## src/hw/rtl/b64u_pkg.sv

```systemverilog
// Shared types, character constants and symbol mapping functions for the base64url codec.
// Used by every module of the codec; depends on nothing else.
package b64u_pkg;

	localparam int unsigned QUEUE_DEPTH = 2;
	localparam int unsigned JOB_BYTES = 4;

	localparam logic [7:0] CHAR_UPPER_A = 8'h41;
	localparam logic [7:0] CHAR_LOWER_A = 8'h61;
	localparam logic [7:0] CHAR_DIGIT_0 = 8'h30;
	localparam logic [7:0] CHAR_DASH    = 8'h2D;
	localparam logic [7:0] CHAR_UNDER   = 8'h5F;
	localparam logic [7:0] CHAR_PLUS    = 8'h2B;
	localparam logic [7:0] CHAR_SLASH   = 8'h2F;
	localparam logic [7:0] CHAR_PAD     = 8'h3D;

	localparam logic [6:0] SYM_UNKNOWN = 7'd64;

	typedef struct packed {
		logic [JOB_BYTES-1:0][7:0] data;
		logic [1:0]                last_idx;
		logic                      eom;
		logic                      bad;
	} job_t;

	function automatic logic [7:0] enc_char(input logic [5:0] v);
		logic [7:0] c;
		if (v < 6'd26) begin
			c = CHAR_UPPER_A + {2'b00, v};
		end else if (v < 6'd52) begin
			c = CHAR_LOWER_A + {2'b00, v - 6'd26};
		end else if (v < 6'd62) begin
			c = CHAR_DIGIT_0 + {2'b00, v - 6'd52};
		end else if (v == 6'd62) begin
			c = CHAR_DASH;
		end else begin
			c = CHAR_UNDER;
		end
		return c;
	endfunction

	function automatic logic [6:0] dec_value(input logic [7:0] c);
		logic [6:0] v;
		case (c) inside
			[8'h41:8'h5A]: v = 7'(c - CHAR_UPPER_A);
			[8'h61:8'h7A]: v = 7'(c - CHAR_LOWER_A) + 7'd26;
			[8'h30:8'h39]: v = 7'(c - CHAR_DIGIT_0) + 7'd52;
			CHAR_DASH, CHAR_PLUS: v = 7'd62;
			CHAR_UNDER, CHAR_SLASH: v = 7'd63;
			default: v = SYM_UNKNOWN;
		endcase
		return v;
	endfunction

	function automatic logic [23:0] flush_full(input logic [17:0] bits, input logic [1:0] cnt);
		logic [23:0] f;
		case (cnt)
			2'd1: f = {bits[5:0], 18'b0};
			2'd2: f = {bits[11:0], 12'b0};
			2'd3: f = {bits[17:0], 6'b0};
			default: f = 24'b0;
		endcase
		return f;
	endfunction

endpackage

```

## src/hw/rtl/b64u_front.sv

```systemverilog
// Front end of the base64url codec: holds the direction and group state and turns each
// accepted item into a job of up to four result bytes. Depends on b64u_pkg.
module b64u_front (
	input  logic            clk,
	input  logic            arst_n,
	input  logic            cfg_valid,
	input  logic            direction,
	input  logic            accept,
	input  logic [7:0]      data_in,
	input  logic            end_of_msg,
	output logic            push,
	output b64u_pkg::job_t  job
);
	import b64u_pkg::*;

	logic        dir_q;
	logic [17:0] bits_q;
	logic [1:0]  count_q;
	logic        pad_q;
	logic        err_q;

	logic [17:0] nxt_bits;
	logic [1:0]  nxt_count;
	logic        nxt_pad;
	logic        nxt_err;
	logic        emit;
	logic [23:0] full;
	logic [31:0] dec_word;
	logic [1:0]  last;
	logic        bad;
	logic [6:0]  sym;
	logic        unknown;
	logic [5:0]  v6;
	logic [17:0] grp;
	logic [15:0] enc_bits;

	always_comb begin
		nxt_bits  = bits_q;
		nxt_count = count_q;
		nxt_pad   = pad_q;
		nxt_err   = err_q;
		emit      = 1'b0;
		full      = 24'b0;
		last      = 2'd0;
		bad       = 1'b0;
		sym       = dec_value(data_in);
		unknown   = sym[6];
		v6        = unknown ? 6'd0 : sym[5:0];
		grp       = {bits_q[11:0], v6};
		enc_bits  = {bits_q[7:0], data_in};
		if (!dir_q) begin
			if (count_q >= 2'd2) begin
				full      = {bits_q[15:0], data_in};
				emit      = 1'b1;
				last      = 2'd3;
				nxt_bits  = 18'b0;
				nxt_count = 2'd0;
				nxt_err   = 1'b0;
			end else begin
				full      = (count_q == 2'd0) ? {data_in, 16'b0} : {enc_bits, 8'b0};
				emit      = end_of_msg;
				last      = count_q + 2'd1;
				nxt_bits  = {2'b00, enc_bits};
				nxt_count = count_q + 2'd1;
				if (end_of_msg) begin
					nxt_bits  = 18'b0;
					nxt_count = 2'd0;
					nxt_err   = 1'b0;
				end
			end
		end else begin
			if (pad_q) begin
				nxt_pad = pad_q;
			end else if (data_in == CHAR_PAD) begin
				if (count_q != 2'd0) begin
					emit = 1'b1;
					full = flush_full(bits_q, count_q);
					last = (count_q == 2'd3) ? 2'd1 : 2'd0;
					bad  = err_q;
				end
				nxt_bits  = 18'b0;
				nxt_count = 2'd0;
				nxt_err   = 1'b0;
				nxt_pad   = 1'b1;
			end else if (count_q == 2'd3) begin
				emit      = 1'b1;
				full      = {bits_q, v6};
				last      = 2'd2;
				bad       = err_q | unknown;
				nxt_bits  = 18'b0;
				nxt_count = 2'd0;
				nxt_err   = 1'b0;
			end else begin
				nxt_bits  = grp;
				nxt_count = count_q + 2'd1;
				nxt_err   = err_q | unknown;
				if (end_of_msg) begin
					emit = 1'b1;
					full = flush_full(grp, count_q + 2'd1);
					last = (count_q == 2'd2) ? 2'd1 : 2'd0;
					bad  = err_q | unknown;
				end
			end
			if (end_of_msg) begin
				nxt_bits  = 18'b0;
				nxt_count = 2'd0;
				nxt_err   = 1'b0;
				nxt_pad   = 1'b0;
			end
		end
	end

	assign dec_word = {full, 8'h00};

	always_comb begin
		for (int k = 0; k < JOB_BYTES; k++) begin
			job.data[k] = dir_q ? dec_word[31-8*k -: 8] : enc_char(full[23-6*k -: 6]);
		end
		job.last_idx = last;
		job.eom      = end_of_msg;
		job.bad      = bad;
	end

	assign push = accept & emit;

	always_ff @(posedge clk or negedge arst_n) begin
		if (!arst_n) begin
			dir_q   <= 1'b0;
			bits_q  <= 18'b0;
			count_q <= 2'd0;
			pad_q   <= 1'b0;
			err_q   <= 1'b0;
		end else if (cfg_valid) begin
			dir_q   <= direction;
			bits_q  <= 18'b0;
			count_q <= 2'd0;
			pad_q   <= 1'b0;
			err_q   <= 1'b0;
		end else if (accept) begin
			bits_q  <= nxt_bits;
			count_q <= nxt_count;
			pad_q   <= nxt_pad;
			err_q   <= nxt_err;
		end
	end

endmodule

```

## src/hw/rtl/b64u_queue.sv

```systemverilog
// Short job queue between the front and back ends of the base64url codec.
// Depends on b64u_pkg for the job type.
module b64u_queue #(
	parameter int unsigned Depth = b64u_pkg::QUEUE_DEPTH
) (
	input  logic            clk,
	input  logic            arst_n,
	input  logic            push,
	input  b64u_pkg::job_t  push_job,
	input  logic            pop,
	output logic            full,
	output logic            not_empty,
	output b64u_pkg::job_t  head
);
	import b64u_pkg::*;

	localparam int unsigned PtrW = $clog2(Depth);
	localparam int unsigned CntW = $clog2(Depth + 1);

	job_t            mem_q [Depth];
	logic [PtrW-1:0] wr_ptr_q;
	logic [PtrW-1:0] rd_ptr_q;
	logic [CntW-1:0] count_q;

	assign full      = (count_q == CntW'(Depth));
	assign not_empty = (count_q != '0);
	assign head      = mem_q[rd_ptr_q];

	always_ff @(posedge clk) begin
		if (push) begin
			mem_q[wr_ptr_q] <= push_job;
		end
	end

	always_ff @(posedge clk or negedge arst_n) begin
		if (!arst_n) begin
			wr_ptr_q <= '0;
			rd_ptr_q <= '0;
			count_q  <= '0;
		end else begin
			if (push) begin
				wr_ptr_q <= (wr_ptr_q == PtrW'(Depth - 1)) ? '0 : wr_ptr_q + 1'b1;
			end
			if (pop) begin
				rd_ptr_q <= (rd_ptr_q == PtrW'(Depth - 1)) ? '0 : rd_ptr_q + 1'b1;
			end
			if (push && !pop) begin
				count_q <= count_q + 1'b1;
			end else if (pop && !push) begin
				count_q <= count_q - 1'b1;
			end
		end
	end

endmodule

```

## src/hw/rtl/b64u_back.sv

```systemverilog
// Back end of the base64url codec: walks the head job of the queue one byte per cycle,
// while out_ready allows, into the output register and marks the last byte of each job. Depends on b64u_pkg.
module b64u_back (
	input  logic            clk,
	input  logic            arst_n,
	input  logic            not_empty,
	input  b64u_pkg::job_t  head,
	output logic            pop,
	output logic            out_valid,
	input  logic            out_ready,
	output logic [7:0]      data_out,
	output logic            run_last,
	output logic            msg_done,
	output logic            bad_symbol
);
	import b64u_pkg::*;

	logic       out_valid_q;
	logic [1:0] idx_q;
	logic [7:0] data_q;
	logic       run_last_q;
	logic       msg_done_q;
	logic       bad_q;
	logic       load;
	logic       is_last;

	assign load    = not_empty && (!out_valid_q || out_ready);
	assign is_last = (idx_q == head.last_idx);
	assign pop     = load && is_last;

	always_ff @(posedge clk) begin
		if (load) begin
			data_q     <= head.data[idx_q];
			run_last_q <= is_last;
			msg_done_q <= is_last && head.eom;
			bad_q      <= head.bad;
		end
	end

	always_ff @(posedge clk or negedge arst_n) begin
		if (!arst_n) begin
			out_valid_q <= 1'b0;
			idx_q       <= 2'd0;
		end else begin
			if (load) begin
				out_valid_q <= 1'b1;
				idx_q       <= is_last ? 2'd0 : idx_q + 2'd1;
			end else if (out_ready) begin
				out_valid_q <= 1'b0;
			end
		end
	end

	assign out_valid  = out_valid_q;
	assign data_out   = data_q;
	assign run_last   = run_last_q;
	assign msg_done   = msg_done_q;
	assign bad_symbol = bad_q;

endmodule

```

## src/hw/rtl/base64url_codec.sv

```systemverilog
// Top level of the streaming base64url codec: front end, job queue and back end.
// Depends on b64u_pkg, b64u_front, b64u_queue and b64u_back.
//
// Usage: write the direction register on the cfg channel (0 encodes bytes into URL-safe
// characters, 1 decodes characters into bytes) while the block is idle; every write
// also drops any partial group. cfg_ready is always high.
// Items enter on in_valid/in_ready with data_in and end_of_msg; results leave on
// out_valid/out_ready, one byte per transfer, with run_last on the last result of an
// item, msg_done on the last result of a message and bad_symbol on decoded bytes whose
// group held an unknown character.
// With an empty queue and a free output register, the first result of an item passes
// through the job queue and then the output register before it reaches the outputs.
// Throughput: while the receiver takes results, the output register delivers one result
// per cycle; a full encode group of three bytes yields four results and a decode group of
// four characters three. The input side takes one item per cycle while the job queue has room.
// Reset clears the direction to encode, all group state and the queue.
// When the receiver stalls, the output holds and the queue fills; in_ready then drops.
module base64url_codec #(
	parameter int unsigned QueueDepth = b64u_pkg::QUEUE_DEPTH
) (
	input  logic       clk,
	input  logic       arst_n,
	input  logic       cfg_valid,
	output logic       cfg_ready,
	input  logic       direction,
	input  logic       in_valid,
	output logic       in_ready,
	input  logic [7:0] data_in,
	input  logic       end_of_msg,
	output logic       out_valid,
	input  logic       out_ready,
	output logic [7:0] data_out,
	output logic       run_last,
	output logic       msg_done,
	output logic       bad_symbol
);
	import b64u_pkg::*;

	logic full;
	logic not_empty;
	logic push;
	logic pop;
	job_t push_job;
	job_t head;

	assign cfg_ready = 1'b1;
	assign in_ready  = !full;

	b64u_front u_front (
		.clk        (clk),
		.arst_n     (arst_n),
		.cfg_valid  (cfg_valid),
		.direction  (direction),
		.accept     (in_valid && !full),
		.data_in    (data_in),
		.end_of_msg (end_of_msg),
		.push       (push),
		.job        (push_job)
	);

	b64u_queue #(
		.Depth (QueueDepth)
	) u_queue (
		.clk       (clk),
		.arst_n    (arst_n),
		.push      (push),
		.push_job  (push_job),
		.pop       (pop),
		.full      (full),
		.not_empty (not_empty),
		.head      (head)
	);

	b64u_back u_back (
		.clk        (clk),
		.arst_n     (arst_n),
		.not_empty  (not_empty),
		.head       (head),
		.pop        (pop),
		.out_valid  (out_valid),
		.out_ready  (out_ready),
		.data_out   (data_out),
		.run_last   (run_last),
		.msg_done   (msg_done),
		.bad_symbol (bad_symbol)
	);

endmodule

```

## config.mk

```make
export PLATFORM = sky130hd
export DESIGN_NAME = base64url_codec
export DESIGN_NICKNAME = d
export VERILOG_FILES = /design/src/hw/rtl/b64u_pkg.sv /design/src/hw/rtl/b64u_front.sv /design/src/hw/rtl/b64u_queue.sv /design/src/hw/rtl/b64u_back.sv /design/src/hw/rtl/base64url_codec.sv
export SDC_FILE = /design/constraint.sdc
export NUM_CORES = 1
export LEC_CHECK = 0
export BUFFER_PORTS_ARGS = -buffer_cell sky130_fd_sc_hd__buf_2
export CAP_MARGIN = 20
export CORE_ASPECT_RATIO = 1.2
export CORE_UTILIZATION = 25
export CTS_CLUSTER_SIZE = 12
export DETAILED_ROUTE_END_ITERATION = 10
export GPL_TIMING_DRIVEN = 0
export PLACE_DENSITY = 0.44
export SLEW_MARGIN = 15
export SYNTH_ARGS = -nofsm -noshare
export SYNTH_HDL_FRONTEND = slang
export SYNTH_HIERARCHICAL = 1
export SYNTH_SLANG_ARGS = --single-unit
```

## constraint.sdc

```tcl
create_clock -name clk -period 4.6 [get_ports clk]
set_clock_uncertainty 0.2 [all_clocks]
set_input_delay 0.46 -clock clk [delete_from_list [all_inputs] [get_ports clk]]
set_output_delay 0.46 -clock clk [all_outputs]
set_load 0.02 [all_outputs]
```

* Word level (Yosys, flattened, before mapping)
Memories as Yosys holds them, arrays and structs flattened.
Cells that the tools add are included.
** Cells by class
- Magnitude comparators :: 20
- Reductions and logical operators :: 27
- Bitwise gates (word level) :: 2
- $mul :: 0
- Eq/ne operators :: 18
- Mux-type cells :: 102
- Shifts and indexed selects :: 0
- Div/mod/pow operators :: 0
- Add/subtract/negate cells :: 31
** Operators with widths (number)
- 24-bit two-way mux :: 8
- 18-bit two-way mux :: 8
- 24-bit case mux with 3 select lines :: 2
- 8-bit two-way mux :: 17
- 7-bit by 6-bit adder with 8-bit output, first input constant :: 8
- 7-bit two-way mux :: 9
- 6-bit less-than comparator, second input constant :: 8
- 2-bit two-way mux :: 19
- 1-bit two-way mux :: 36
- 8-bit by 6-bit equality test with 1-bit output, second input constant :: 4
- 6-bit by 6-bit adder with 7-bit output, first input constant :: 4
- 6-bit equality test, second input constant :: 4
- 6-bit by 5-bit less-than comparator with 1-bit output, second input constant :: 4
- 6-bit by 5-bit subtractor with 6-bit output, second input constant :: 4
- 6-bit subtractor, second input constant :: 4
- 8-bit binary-select mux with 2-bit select :: 1
- 8-bit by 7-bit >= comparator with 1-bit output, second input constant :: 2
- 8-bit by 7-bit <= comparator with 1-bit output, second input constant :: 2
- 16-bit two-way mux :: 1
- 7-bit subtractor, second input constant :: 2
- 2-bit nonzero test :: 6
- 2-bit equality test, second input constant :: 5
- 1-bit logical AND :: 9
- 8-bit by 7-bit equality test with 1-bit output, second input constant :: 1
- 23 further kinds :: 32
** Storage, ports and cells
- Input port bits :: 15
- Register bits :: 41
- Output and inout bits :: 14
- Latch bits :: 0
- Memory bits (read-only) :: 0
- Memories kept :: 1
- Bits in writable memories :: 72
** Memory list
- u_queue.mem_q :: depth 2, width 36, read ports 1, clocked after Yosys merged registers in 0, write ports 1, RTL line b64u_queue.sv:20 : job_t mem_q [Depth];

* Longest topological paths before layout
Gate-level depths: netlist (run 1).
- Depth after elaboration :: 20
- Depth in mapped cells :: 19
- Depth with buffers taken out :: 16

* Hierarchy
The synthesis (run 1) kept the hierarchy.
** By module, submodules not included
- b64u_front :: cells each 865, area each 6185.9 sq um, times used 1
- b64u_queue :: cells each 128, area each 2936.6 sq um, times used 1
- b64u_back :: cells each 40, area each 705.7 sq um, times used 1
- base64url_codec :: cells each 4, area each 21.3 sq um, times used 1

* Worst setup path before layout (run 1)
No wires, ideal clock.
- Path type :: input-to-reg
- Start point :: input data_in[2]
- End point :: memory u_queue/mem_q[0][26] (netlist bit) (data pin)
- Cell stages on the path :: 16
- Arrival :: 4.075 ns
- Setup time :: 0.268 ns
- Path slack :: 0.057 ns
- Cells stage by stage :: buf_1 > inv_1 > ha_1 > buf_2 > a21o_1 > a31o_2 > or4_1 > a41oi_2 > nor2_1 > a221o_1 > inv_1 > ha_1 > xor2_1 > nor3b_1 > a211oi_1 > o41a_1
** RTL lines
- start: declaration :: RTL line base64url_codec.sv:28 : input logic [7:0] data_in,
- end: declaration :: RTL line b64u_queue.sv:20

==> flow_summary.yaml, run 1 <==
clock_network:
  path_clk_slew_ns: 0.06
  clk_path_buf_depth: 2
  cts-root-buf: "clkbuf_16"
  cts_tree: "yes"
  cts_inserted_buffers: 17
  numClockSinks: 113
  cts_max_level: 4
  insertion_delay_ns: 0.43
min_path:
  hold_depth: 3
  hold_class: "input port to flip-flop"
floorplanning:
  die_y_um: 219
  dieArea_um2: 40200
  die_w_um: 183
  rows: 79
  io-pin-count: 29
  core_area_um2: 38800
  start_util: 0.254
layout:
  areaGrowthSynthToFinish_pct: 19.3
  fin_cells: 1642
  fin_nets: 1171
  drive_above_1_share: 0.232
  num_antenna_cells: 0
run:
  maxCapViolations: 0
timing:
  slew_viol_final: 0
  setup_viol: 0
  hold_slack_ns: 0.0487
  fin_tns_setup_ns: 0
  tightest_slew_ns: 1.24
  relSlewSlack: 0.170
  fin_ws_ns: 0.0831
  rsz0062_at_grt: "yes"
  fmax_ghz: 0.221
  post-route-period-util: 0.982
  post-route-min-period_ns: 4.52
  hold_viol_final: 0
yosys:
  synth_ff_type: "edfxtp_1"
  syn_area_um2: 9850
  yosysMostFrequentCell: "nand2_1"
  syn_area_per_cell_um2: 9.50
  synthTopCellsByArea: "edfxtp_1 (25%), dfrtp_1 (7.6%), ha_1 (6.7%), mux2_4 (4.4%), a21oi_1 (3.3%)"
  synth_top_area_share: 0.253
  synth-seq-cells: 113
  synthCells: 1037
  synth-edff-count: 83
  seq_area_frac_synth: 0.329
  synth_top_cells_by_count: "nand2_1 (84), edfxtp_1 (83), nor2_1 (70), a21oi_1 (64), ha_1 (53)"
  synth_cell_type_count: 110
  syn-num-nets: 1105
  synth_warnings: 6
  synthArstFlopShare: 0.265
  synth_top_area_cell: "edfxtp_1"
global_routing:
  grt_remaining_overflow: 0
  antenna_found_initial: 0
  grt_pass1_wl_um: 53200
  track_usage: 0.176
  grt_start_max_net_pins: 31
  grt_pass1_vias: 8645
power:
  p_total_mw: 4.82
  leakagePower_nw: 4.23
  power.density_nw_per_um2: 410
  ir_drop_uv: 271
route:
  via_per_inst: 5.42
  drc: 0
  first_iter_violations: 709
  detail-route-antenna-nets: 0
  dr.pass1.iters: 8
  routedWlPerCell_um: 21.3
  vias: 8905
  finalWirelength_um: 34900
worst_setup_path:
  path_max_fanout: 10
  arrival_ns: 4.55
  critPathKind: "input port to flip-flop"
  end_kind: "flip-flop"
  reg2reg_depth: 12
  worstPathRequired_ns: 4.63
  start_kind: "input port"
placement:
  dp_hpwl_um: 26400
  dpl_worst_slack_ns: -1.31
  dp_cells: 1590
  port_buffers: 25
  gp_congestion: 0.942
outcome:
  status: "complete, no violations"
==> worst max-delay path: stages <==
cell and delay, ns:
buf_2 0.11, buf_4 0.19, inv_1 0.12, ha_1 0.27, nand2_2 0.11, o311ai_2 0.38, buf_6 0.22, nor2_1 0.10
o32ai_1 1.05, o211ai_1 0.36, a21o_1 0.31, and2_4 0.21, or4_1 0.41, a31oi_1 0.23
==> cell families after synthesis <==
family / count (synthesis) / synth area share
compound gates: 328 / 0.253
xor+xnor: 48 / 0.0442
fa+ha+maj: 53 / 0.0673
buf+inv: 120 / 0.0581
flops: 113 / 0.329
mux: 58 / 0.0852
other cells: 1 / 0.000381
simple gates: 316 / 0.163
==> final timing paths <==
path,start,end,slack [ns]
setup reg to reg,u_front/dir_q,u_queue/mem_q[0][8],0.11
hold reg to reg,u_queue/count_q[1],u_queue/count_q[1],0.29
min in group asynchronous,arst_n,u_front/bits_q[11],0.45
setup / recovery,data_in[1],u_queue/mem_q[0][8],0.08
hold / removal,direction,u_front/dir_q,0.05
max in group asynchronous,arst_n,u_front/count_q[1],3.23
==> state kept, by name (all words and copies together), names as in the netlist <==
name	count
u_back/bad_symbol	1
u_back/data_out	8
u_back/idx_q	2
u_back/msg_done	1
u_back/out_valid	1
u_back/run_last	1
u_front/bits_q	18
u_front/count_q	2
u_front/dir_q	1
u_front/err_q	1
u_front/pad_q	1
u_queue/count_q	2
u_queue/mem_q	72
u_queue/rd_ptr_q	1
u_queue/wr_ptr_q	1
==> metal layers <==
metal	part of all wire	track usage
met1	0.43	0.220
met2	0.48	0.298
met3	0.047	0.0267
met4	0.041	0.0828
met5	0	0
==> metrics by stage <==
step | util | area (µm²)
floorplan | - | 9850
global placement | 0.274 | 10600
detailed placement | 0.275 | 10700
CTS | 0.296 | 11500
global route | 0.302 | 11700
finish | 0.302 | 11700
==> final cells by class <==
cell class	instances	area, µm²
plain buffers	75	444
clock buffers	18	429
clock inverters	14	164
fillers	4079	27100
inverters	42	163
multi-input cells	804	6300
flip-flops and latches	113	3250
well taps	526	658
repair buffers	50	340
==> power breakdown <==
part           internal [mW]  switching [mW]
combinational          0.836            1.17
clock                  0.847           0.492
sequential              1.38          0.0944
total                   3.06            1.76
==> timing repair <==
| action | 4_1_cts | 5_1_grt |
|---|---|---|
| buffers inserted | 8 | 14 |
| hold buffers | 1 | 0 |
| hold endpoints to repair | 30 | 0 |
| resized for setup | 53 | 39 |
| pin swaps | 7 | 12 |
| endpoints found under the setup margin | 64 | 54 |
==> placed cells by master, fill, tap and decap left out, types with 7 or more instances in the layout <==
cell type	instances
o21ai_0	41
clkbuf_2	8
a31oi_1	14
a21oi_1	63
xor2_1	14
or3_1	8
mux4_2	7
mux2i_1	13
o31ai_1	7
nor2_1	68
buf_4	30
o21a_1	7
mux2_2	8
dfrtp_1	28
a221o_1	8
a22o_1	9
a211oi_1	11
edfxtp_1	83
buf_2	36
clkbuf_1	35
nand4_1	12
a22oi_1	20
nor3_1	39
ha_1	47
o211ai_1	18
clkbuf_16	17
nand2_1	81
o21ai_2	7
mux2_4	29
nand2b_1	13
xnor2_1	31
a221oi_1	15
inv_1	35
nand3_1	28
(Power assumes the default switching activity.)
==> run 2: changes to the inputs <==
Settings changed: ABC_AREA set to 1.
==> run 2 against run 1 <==
Net effect:
- synthesized cell count up 18%
- core utilization down 0.97 points
- via count down 3.6%
- total power down 1.9%
- register-to-register slack better by 0.26 ns
- die area down 3.0%
- final area down 5.9%
- largest power group unchanged
- synthesized area down 3.1%
- sequential power down 3%
- highest routed layer unchanged
- combinational power down 2%
- largest cell class unchanged
==> flow_summary.yaml, run 2 <==
worst_setup_path:
  reg2reg_depth: 12
  start_kind: "flip-flop"
  reg2reg_slack_ns: 0.37
  worstPathRequired_ns: 4.53
  slowest_stage: "dfrtp_1"
  crit_end: "u_queue/mem_q[0][22]"
  path_cells: "ha_1 > clkbuf_1 > clkbuf_2 > buf_1 > nor3_1 > inv_1 > nand2_1 > nor2_1 > inv_1 > nor2_4 > buf_16 > buf_16"
  critical_path.startpoint: "u_front/count_q[1]"
  path_max_fanout: 16
  slowest_delay_ns: 0.48
  critPathKind: "flip-flop to flip-flop"
  r2r-end: "u_queue/mem_q[0][22]"
  worstReg2RegStart: "u_front/count_q[1]"
  arrival_ns: 4.16
  end_kind: "flip-flop"
power:
  internal_power_mw: 2.88
  combPwrFrac: 0.414
  ir_drop_uv: 266
  p_sw_frac: 0.391
  power.switching_mw: 1.85
  power.density_nw_per_um2: 428
  seqPwrFrac: 0.303
  pwr-share-clk: 0.283
  leakagePower_nw: 4.85
floorplanning:
  die_y_um: 216
  core_area_um2: 37800
  start_util: 0.253
  io-pin-count: 29
  dieArea_um2: 39000
  rows: 78
  die_w_um: 180
global_routing:
  grt_pass1_vias: 8549
  track_usage: 0.164
  grt_remaining_overflow: 0
  grt_pass1_wl_um: 49400
  antenna_found_initial: 0
  grt_start_max_net_pins: 31
yosys:
  synth_top_area_share: 0.261
  synth_top_cells_by_count: "nand2_1 (289), inv_1 (153), nor2_1 (93), edfxtp_1 (83)"
  seq_area_frac_synth: 0.340
  synth_xor_xnor_area_share: 0.0284
  syn-num-nets: 1289
  synth_compound_area_frac: 0.156
  synthCells: 1221
  synth_top_family_by_area: "simple AND/OR/NAND/NOR gates"
  syn_area_um2: 9550
  synthArstFlopShare: 0.265
  synth-seq-cells: 113
  synth_warnings: 6
  synth.mux.area_fraction: 0.0539
  synth_ff_type: "edfxtp_1"
  synthTopCellsByArea: "edfxtp_1 (26%), nand2_1 (11%), dfrtp_1 (7.9%), ha_1 (6.9%), inv_1 (6.0%)"
  synth_top_area_cell: "edfxtp_1"
  yosysMostFrequentCell: "nand2_1"
  syn_area_per_cell_um2: 7.82
  synth-simple-area-share: 0.256
  synthAdderAreaFrac: 0.0695
  synth-edff-count: 83
  synth_cell_type_count: 60
layout:
  fillers: 4111
  multi_input_area_um2: 5440
  regMostFlops: "u_queue/mem_q"
  final_common_cell: "nand2_1"
  areaGrowthSynthToFinish_pct: 15.8
  num_antenna_cells: 0
  fin_util: 0.293
  drive_above_1_share: 0.171
  largest_reg_flops: 72
  final_cell_mix: "nand2_1 (289), inv_1 (150), nor2_1 (90)"
  fin_nets: 1344
  seqCellArea_um2: 3240
  fin_area_um2: 11100
timing:
  hold_viol_final: 0
  post-route-period-util: 0.920
  relSlewSlack: 0.232
  slew_viol_final: 0
  setup_viol: 0
  rsz0062_at_grt: "no"
  fmax_ghz: 0.236
  post-route-min-period_ns: 4.23
  tightest_slew_ns: 1.14
route:
  routedWlPerCell_um: 17.8
  first_iter_violations: 666
  routedLengthMet1_um: 14100
  wl_met2_um: 15100
  met3WireLength_um: 1100
  top_layer: "met4"
  dr.pass1.iters: 6
  finalWirelength_um: 31400
  drc: 0
  via_per_inst: 4.85
  detail-route-antenna-nets: 0
  vias: 8584
placement:
  placed_cell_area_um2: 10400
  gp_congestion: 0.927
  dp_hpwl_um: 24400
  port_buffers: 26
outcome:
  status: "complete, no violations"
clock_network:
  clk_path_buf_depth: 2
  numClockSinks: 113
  cts_tree: "yes"
  cts_inserted_buffers: 17
  cts-root-buf: "clkbuf_16"
  cts_max_level: 4
  path_clk_slew_ns: 0.07
  insertion_delay_ns: 0.42
run:
  maxCapViolations: 0
min_path:
  hold_class: "input port to flip-flop"
  hold_depth: 4
[run 2: changes by cell type in the layout (fill, tap and decap cells not counted), sizes merged, moves of 14 or more]
| cell | change |
|---|---|
| a21oi | -14 |
| buf | -25 |
| clkbuf | -26 |
| inv | +135 |
| nand2 | +225 |
| nand2b | -14 |
| nand3 | +62 |
| nor2 | +38 |
| nor3 | -37 |
| o211ai | -14 |
| o21ai | +38 |
| o22ai | +32 |
| xnor2 | -26 |
[run 2: layout make-up]
class / count / area share
buffer: 39 / 0.0247
multi-input combinational: 897 / 0.492
clock inverter: 15 / 0.0144
clock buffer: 17 / 0.0385
sequential: 113 / 0.293
timing repair buffer: 36 / 0.0235
tap: 480 / 0.0543
inverter: 172 / 0.0590
[run 2: routing by layer]
layer	vias up	global-route usage
li1	4229	-
met1	4037	0.205
met2	256	0.286
met3	62	0.0232
met4	0	0.0627
met5	-	0
[run 2: worst max-delay path, delay by kind of cell, from the launching register on]
family	cells	cell delay [ns]
AND/OR/NAND/NOR	4	1.19
adder cells (fa/ha/maj)	1	0.20
buffers and inverters	7	1.84
flip-flops	1	0.48
[run 2: repair_timing]
| item | 4_1_cts | 5_1_grt |
|---|---|---|
| hold buffers | 1 | 0 |
| gates resized for setup | 1 | 14 |
| buffers inserted | 0 | 6 |
| pin swaps | 0 | 2 |
| cloned | 0 | 0 |
| hold endpoints to repair | 30 | 0 |
| endpoints found under the setup margin | 6 | 62 |
[run 2: worst min path at each step]
stage                                  start                 end  slack (ns)
after global placement    u_queue/count_q[1]  u_queue/count_q[1]        0.26
after CTS                          out_ready    u_back/out_valid        0.08
after detailed placement  u_queue/count_q[1]  u_queue/count_q[1]        0.27
after floorplan                       arst_n     u_back/idx_q[0]       -0.04
final                              out_ready    u_back/out_valid        0.09
after global routing               direction       u_front/dir_q        0.08
[run 2: kinds of logic (layout without fill, tap and decap cells)]
logic type / Yosys count / after routing
AO/OA/AOI/OAI: 240 / 240
XOR/XNOR: 31 / 31
adder cells (fa/ha/maj): 53 / 53
buffers and inverters: 211 / 279
flip-flops: 113 / 113
multiplexers: 36 / 36
other: 1 / 1
AND/OR/NAND/NOR: 536 / 536
[run 2: power by group through the flow]
stage / sequential [mW] / combinational (mW) / clock, mW
final: 1.43 / 1.96 / 1.34
after global routing: 1.45 / 2.15 / 1.41
after CTS: 1.43 / 1.97 / 1.37
after detailed placement: 1.45 / 1.96 / 0
after global placement: 1.45 / 1.92 / 0
after floorplan: 1.52 / 1.34 / 0
[run 2: per-stage QoR]
stage | cells | hold WS [ns] | power, mW | TNS [ns] | setup slack (ns)
2_1_floorplan | 1221 | -0.0356 | 2.85 | 0 | 0.384
3_3_place_gp | 1727 | 0.260 | 3.38 | -92.40 | -1.78
3_5_place_dp | 1730 | 0.272 | 3.41 | -14.32 | -0.585
4_1_cts | 1763 | 0.0765 | 4.77 | 0 | 0.0645
5_1_grt | 1769 | 0.0848 | 5.01 | 0 | 0.00750
6_report | 1769 | 0.0937 | 4.73 | 0 | 0.366
==> run 3: changes to the inputs <==
Settings changed: PLACE_DENSITY 0.44 to 0.48.
==> run 3 against run 2 <==
Net effect:
- sequential share of layout area about the same
- die area did not move
- register-to-register slack lost 0.05 ns
- combinational power is essentially flat
- first-iteration DRC count up 27%
- largest power group unchanged
- critical path depth up 17
- final area decreased by 0.11%
- global-route usage fell by 0.12 points
==> flow_summary.yaml, run 3 (same netlist as run 2, synthesis figures left out) <==
outcome:
  status: "complete, no violations"
global_routing:
  grt_pass1_vias: 8503
  grt_pass1_wl_um: 49200
  track_usage: 0.163
  grt_start_max_net_pins: 32
  antenna_found_initial: 0
  grt_remaining_overflow: 0
floorplanning:
  core_area_um2: 37800
  rows: 78
  die_w_um: 180
  start_util: 0.253
  dieArea_um2: 39000
  io-pin-count: 29
  die_y_um: 216
power:
  power.switching_mw: 1.86
  internal_power_mw: 2.93
  pwr-share-clk: 0.292
  p_total_mw: 4.78
  p_sw_frac: 0.388
  ir_drop_uv: 301
  seqPwrFrac: 0.299
  leakagePower_nw: 4.85
  combPwrFrac: 0.409
  power.density_nw_per_um2: 433
timing:
  fmax_ghz: 0.233
  slew_viol_final: 0
  hold_viol_final: 0
  rsz0062_at_grt: "no"
  tightest_slew_ns: 0.785
  hold_slack_ns: 0.0801
  post-route-min-period_ns: 4.29
  relSlewSlack: 0.477
  post-route-period-util: 0.932
  setup_viol: 0
route:
  detail-route-antenna-nets: 0
  routedLengthMet1_um: 14000
  via_per_inst: 4.93
  vias: 8725
  routedWlPerCell_um: 17.8
  met3WireLength_um: 1360
  drc: 0
  first_iter_violations: 845
  finalWirelength_um: 31500
  top_layer: "met4"
  wl_met2_um: 15100
  dr.pass1.iters: 5
layout:
  fillers: 4034
  largest_reg_flops: 72
  seqCellArea_um2: 3240
  fin_nets: 1343
  multi_input_area_um2: 5430
  areaGrowthSynthToFinish_pct: 15.6
  final_cell_mix: "nand2_1 (288), inv_1 (151), nor2_1 (91)"
  regMostFlops: "u_queue/mem_q"
  num_antenna_cells: 0
  drive_above_1_share: 0.171
  final_common_cell: "nand2_1"
worst_setup_path:
  cp_num_buf_inv: 8
  arrival_ns: 4.34
  cpLargestDelayFamily: "simple AND/OR/NAND/NOR gates"
  path_max_fanout: 10
  worstPathRequired_ns: 4.65
  end_kind: "flip-flop"
  slowest_stage: "ha_1"
  cpMostUsedCell: "nand2_1"
  start_kind: "input port"
  critPathKind: "input port to flip-flop"
  slowest_delay_ns: 0.26
placement:
  port_buffers: 26
  gp_congestion: 0.928
  dp_hpwl_um: 23900
clock_network:
  cts_max_level: 4
  insertion_delay_ns: 0.43
  numClockSinks: 113
  clk_path_buf_depth: 2
  cts-root-buf: "clkbuf_16"
  cts_inserted_buffers: 17
  cts_tree: "yes"
  path_clk_slew_ns: 0.06
run:
  maxCapViolations: 0
min_path:
  hold_class: "input port to flip-flop"
[run 3: metrics by stage]
step | cell area, µm² | utilization | setup TNS, ns | cells | worst slack, ns
after CTS | 11000 | 0.290 | 0 | 1762 | 0.132
final | 11000 | 0.292 | 0 | 1768 | 0.314
after global placement | 10300 | 0.272 | -86.38 | 1727 | -1.74
after floorplan | 9550 | - | 0 | 1221 | 0.384
after detailed placement | 10300 | 0.274 | -11.66 | 1729 | -0.486
after global routing | 11000 | 0.292 | 0 | 1768 | 0.00290
[run 3: area by class of cell]
class | count | area share
Timing Repair Buffer | 35 | 0.0209
Inverter | 172 | 0.0590
Clock buffer | 17 | 0.0385
Buffer | 39 | 0.0247
Tap cell | 480 | 0.0544
Sequential cell | 113 | 0.294
Clock inverter | 15 | 0.0169
Multi-Input combinational cell | 897 | 0.492
[run 3: final timing paths]
check / start / end / slack [ns] / depth (start not counted)
max: data_in[2] / u_queue/mem_q[0][25] / 0.31 / 29
min: direction / u_front/dir_q / 0.08 / 3
max reg2reg: u_front/count_q[0] / u_queue/mem_q[0][33] / 0.32 / 15
min reg2reg: u_queue/count_q[1] / u_queue/count_q[1] / 0.28 / 2
max in group asynchronous: arst_n / u_front/bits_q[0] / 3.23 / 2
min in group asynchronous: arst_n / u_back/idx_q[0] / 0.44 / 2
[run 3: timing repair]
action / in CTS / in global routing
hold buffers: 1 / 0
gates cloned: 0 / 0
gates resized for setup: 1 / 12
pin swaps: 0 / 0
endpoints found under the hold margin: 30 / 0
buffers inserted: 0 / 5
endpoints found under the setup margin: 2 / 50
[run 3: metal layers]
metal / vias up / track usage
li1: 4231 / -
met1: 4151 / 0.203
met2: 276 / 0.280
met3: 67 / 0.0232
met4: 0 / 0.0715
met5: - / 0
[run 3: worst register-to-register path, delay by kind of cell, from the launching register on]
kind,cells,cell delay [ns]
DFF,1,0.43
and+or+nand+nor,4,0.85
buffers and inverters,5,1.19
AOI/OAI and AO/OA,4,0.87
adders and majority gates,2,0.45
[run 3: power groups by stage]
stage          Combinational [mW]  Clock (mW)  Sequential (mW)
3_5_place_dp                 1.94           0             1.45
3_3_place_gp                 1.91           0             1.45
4_1_cts                      1.95        1.43             1.43
6_report                     1.96        1.40             1.43
5_1_grt                      2.13        1.48             1.45
2_1_floorplan                1.34           0             1.52
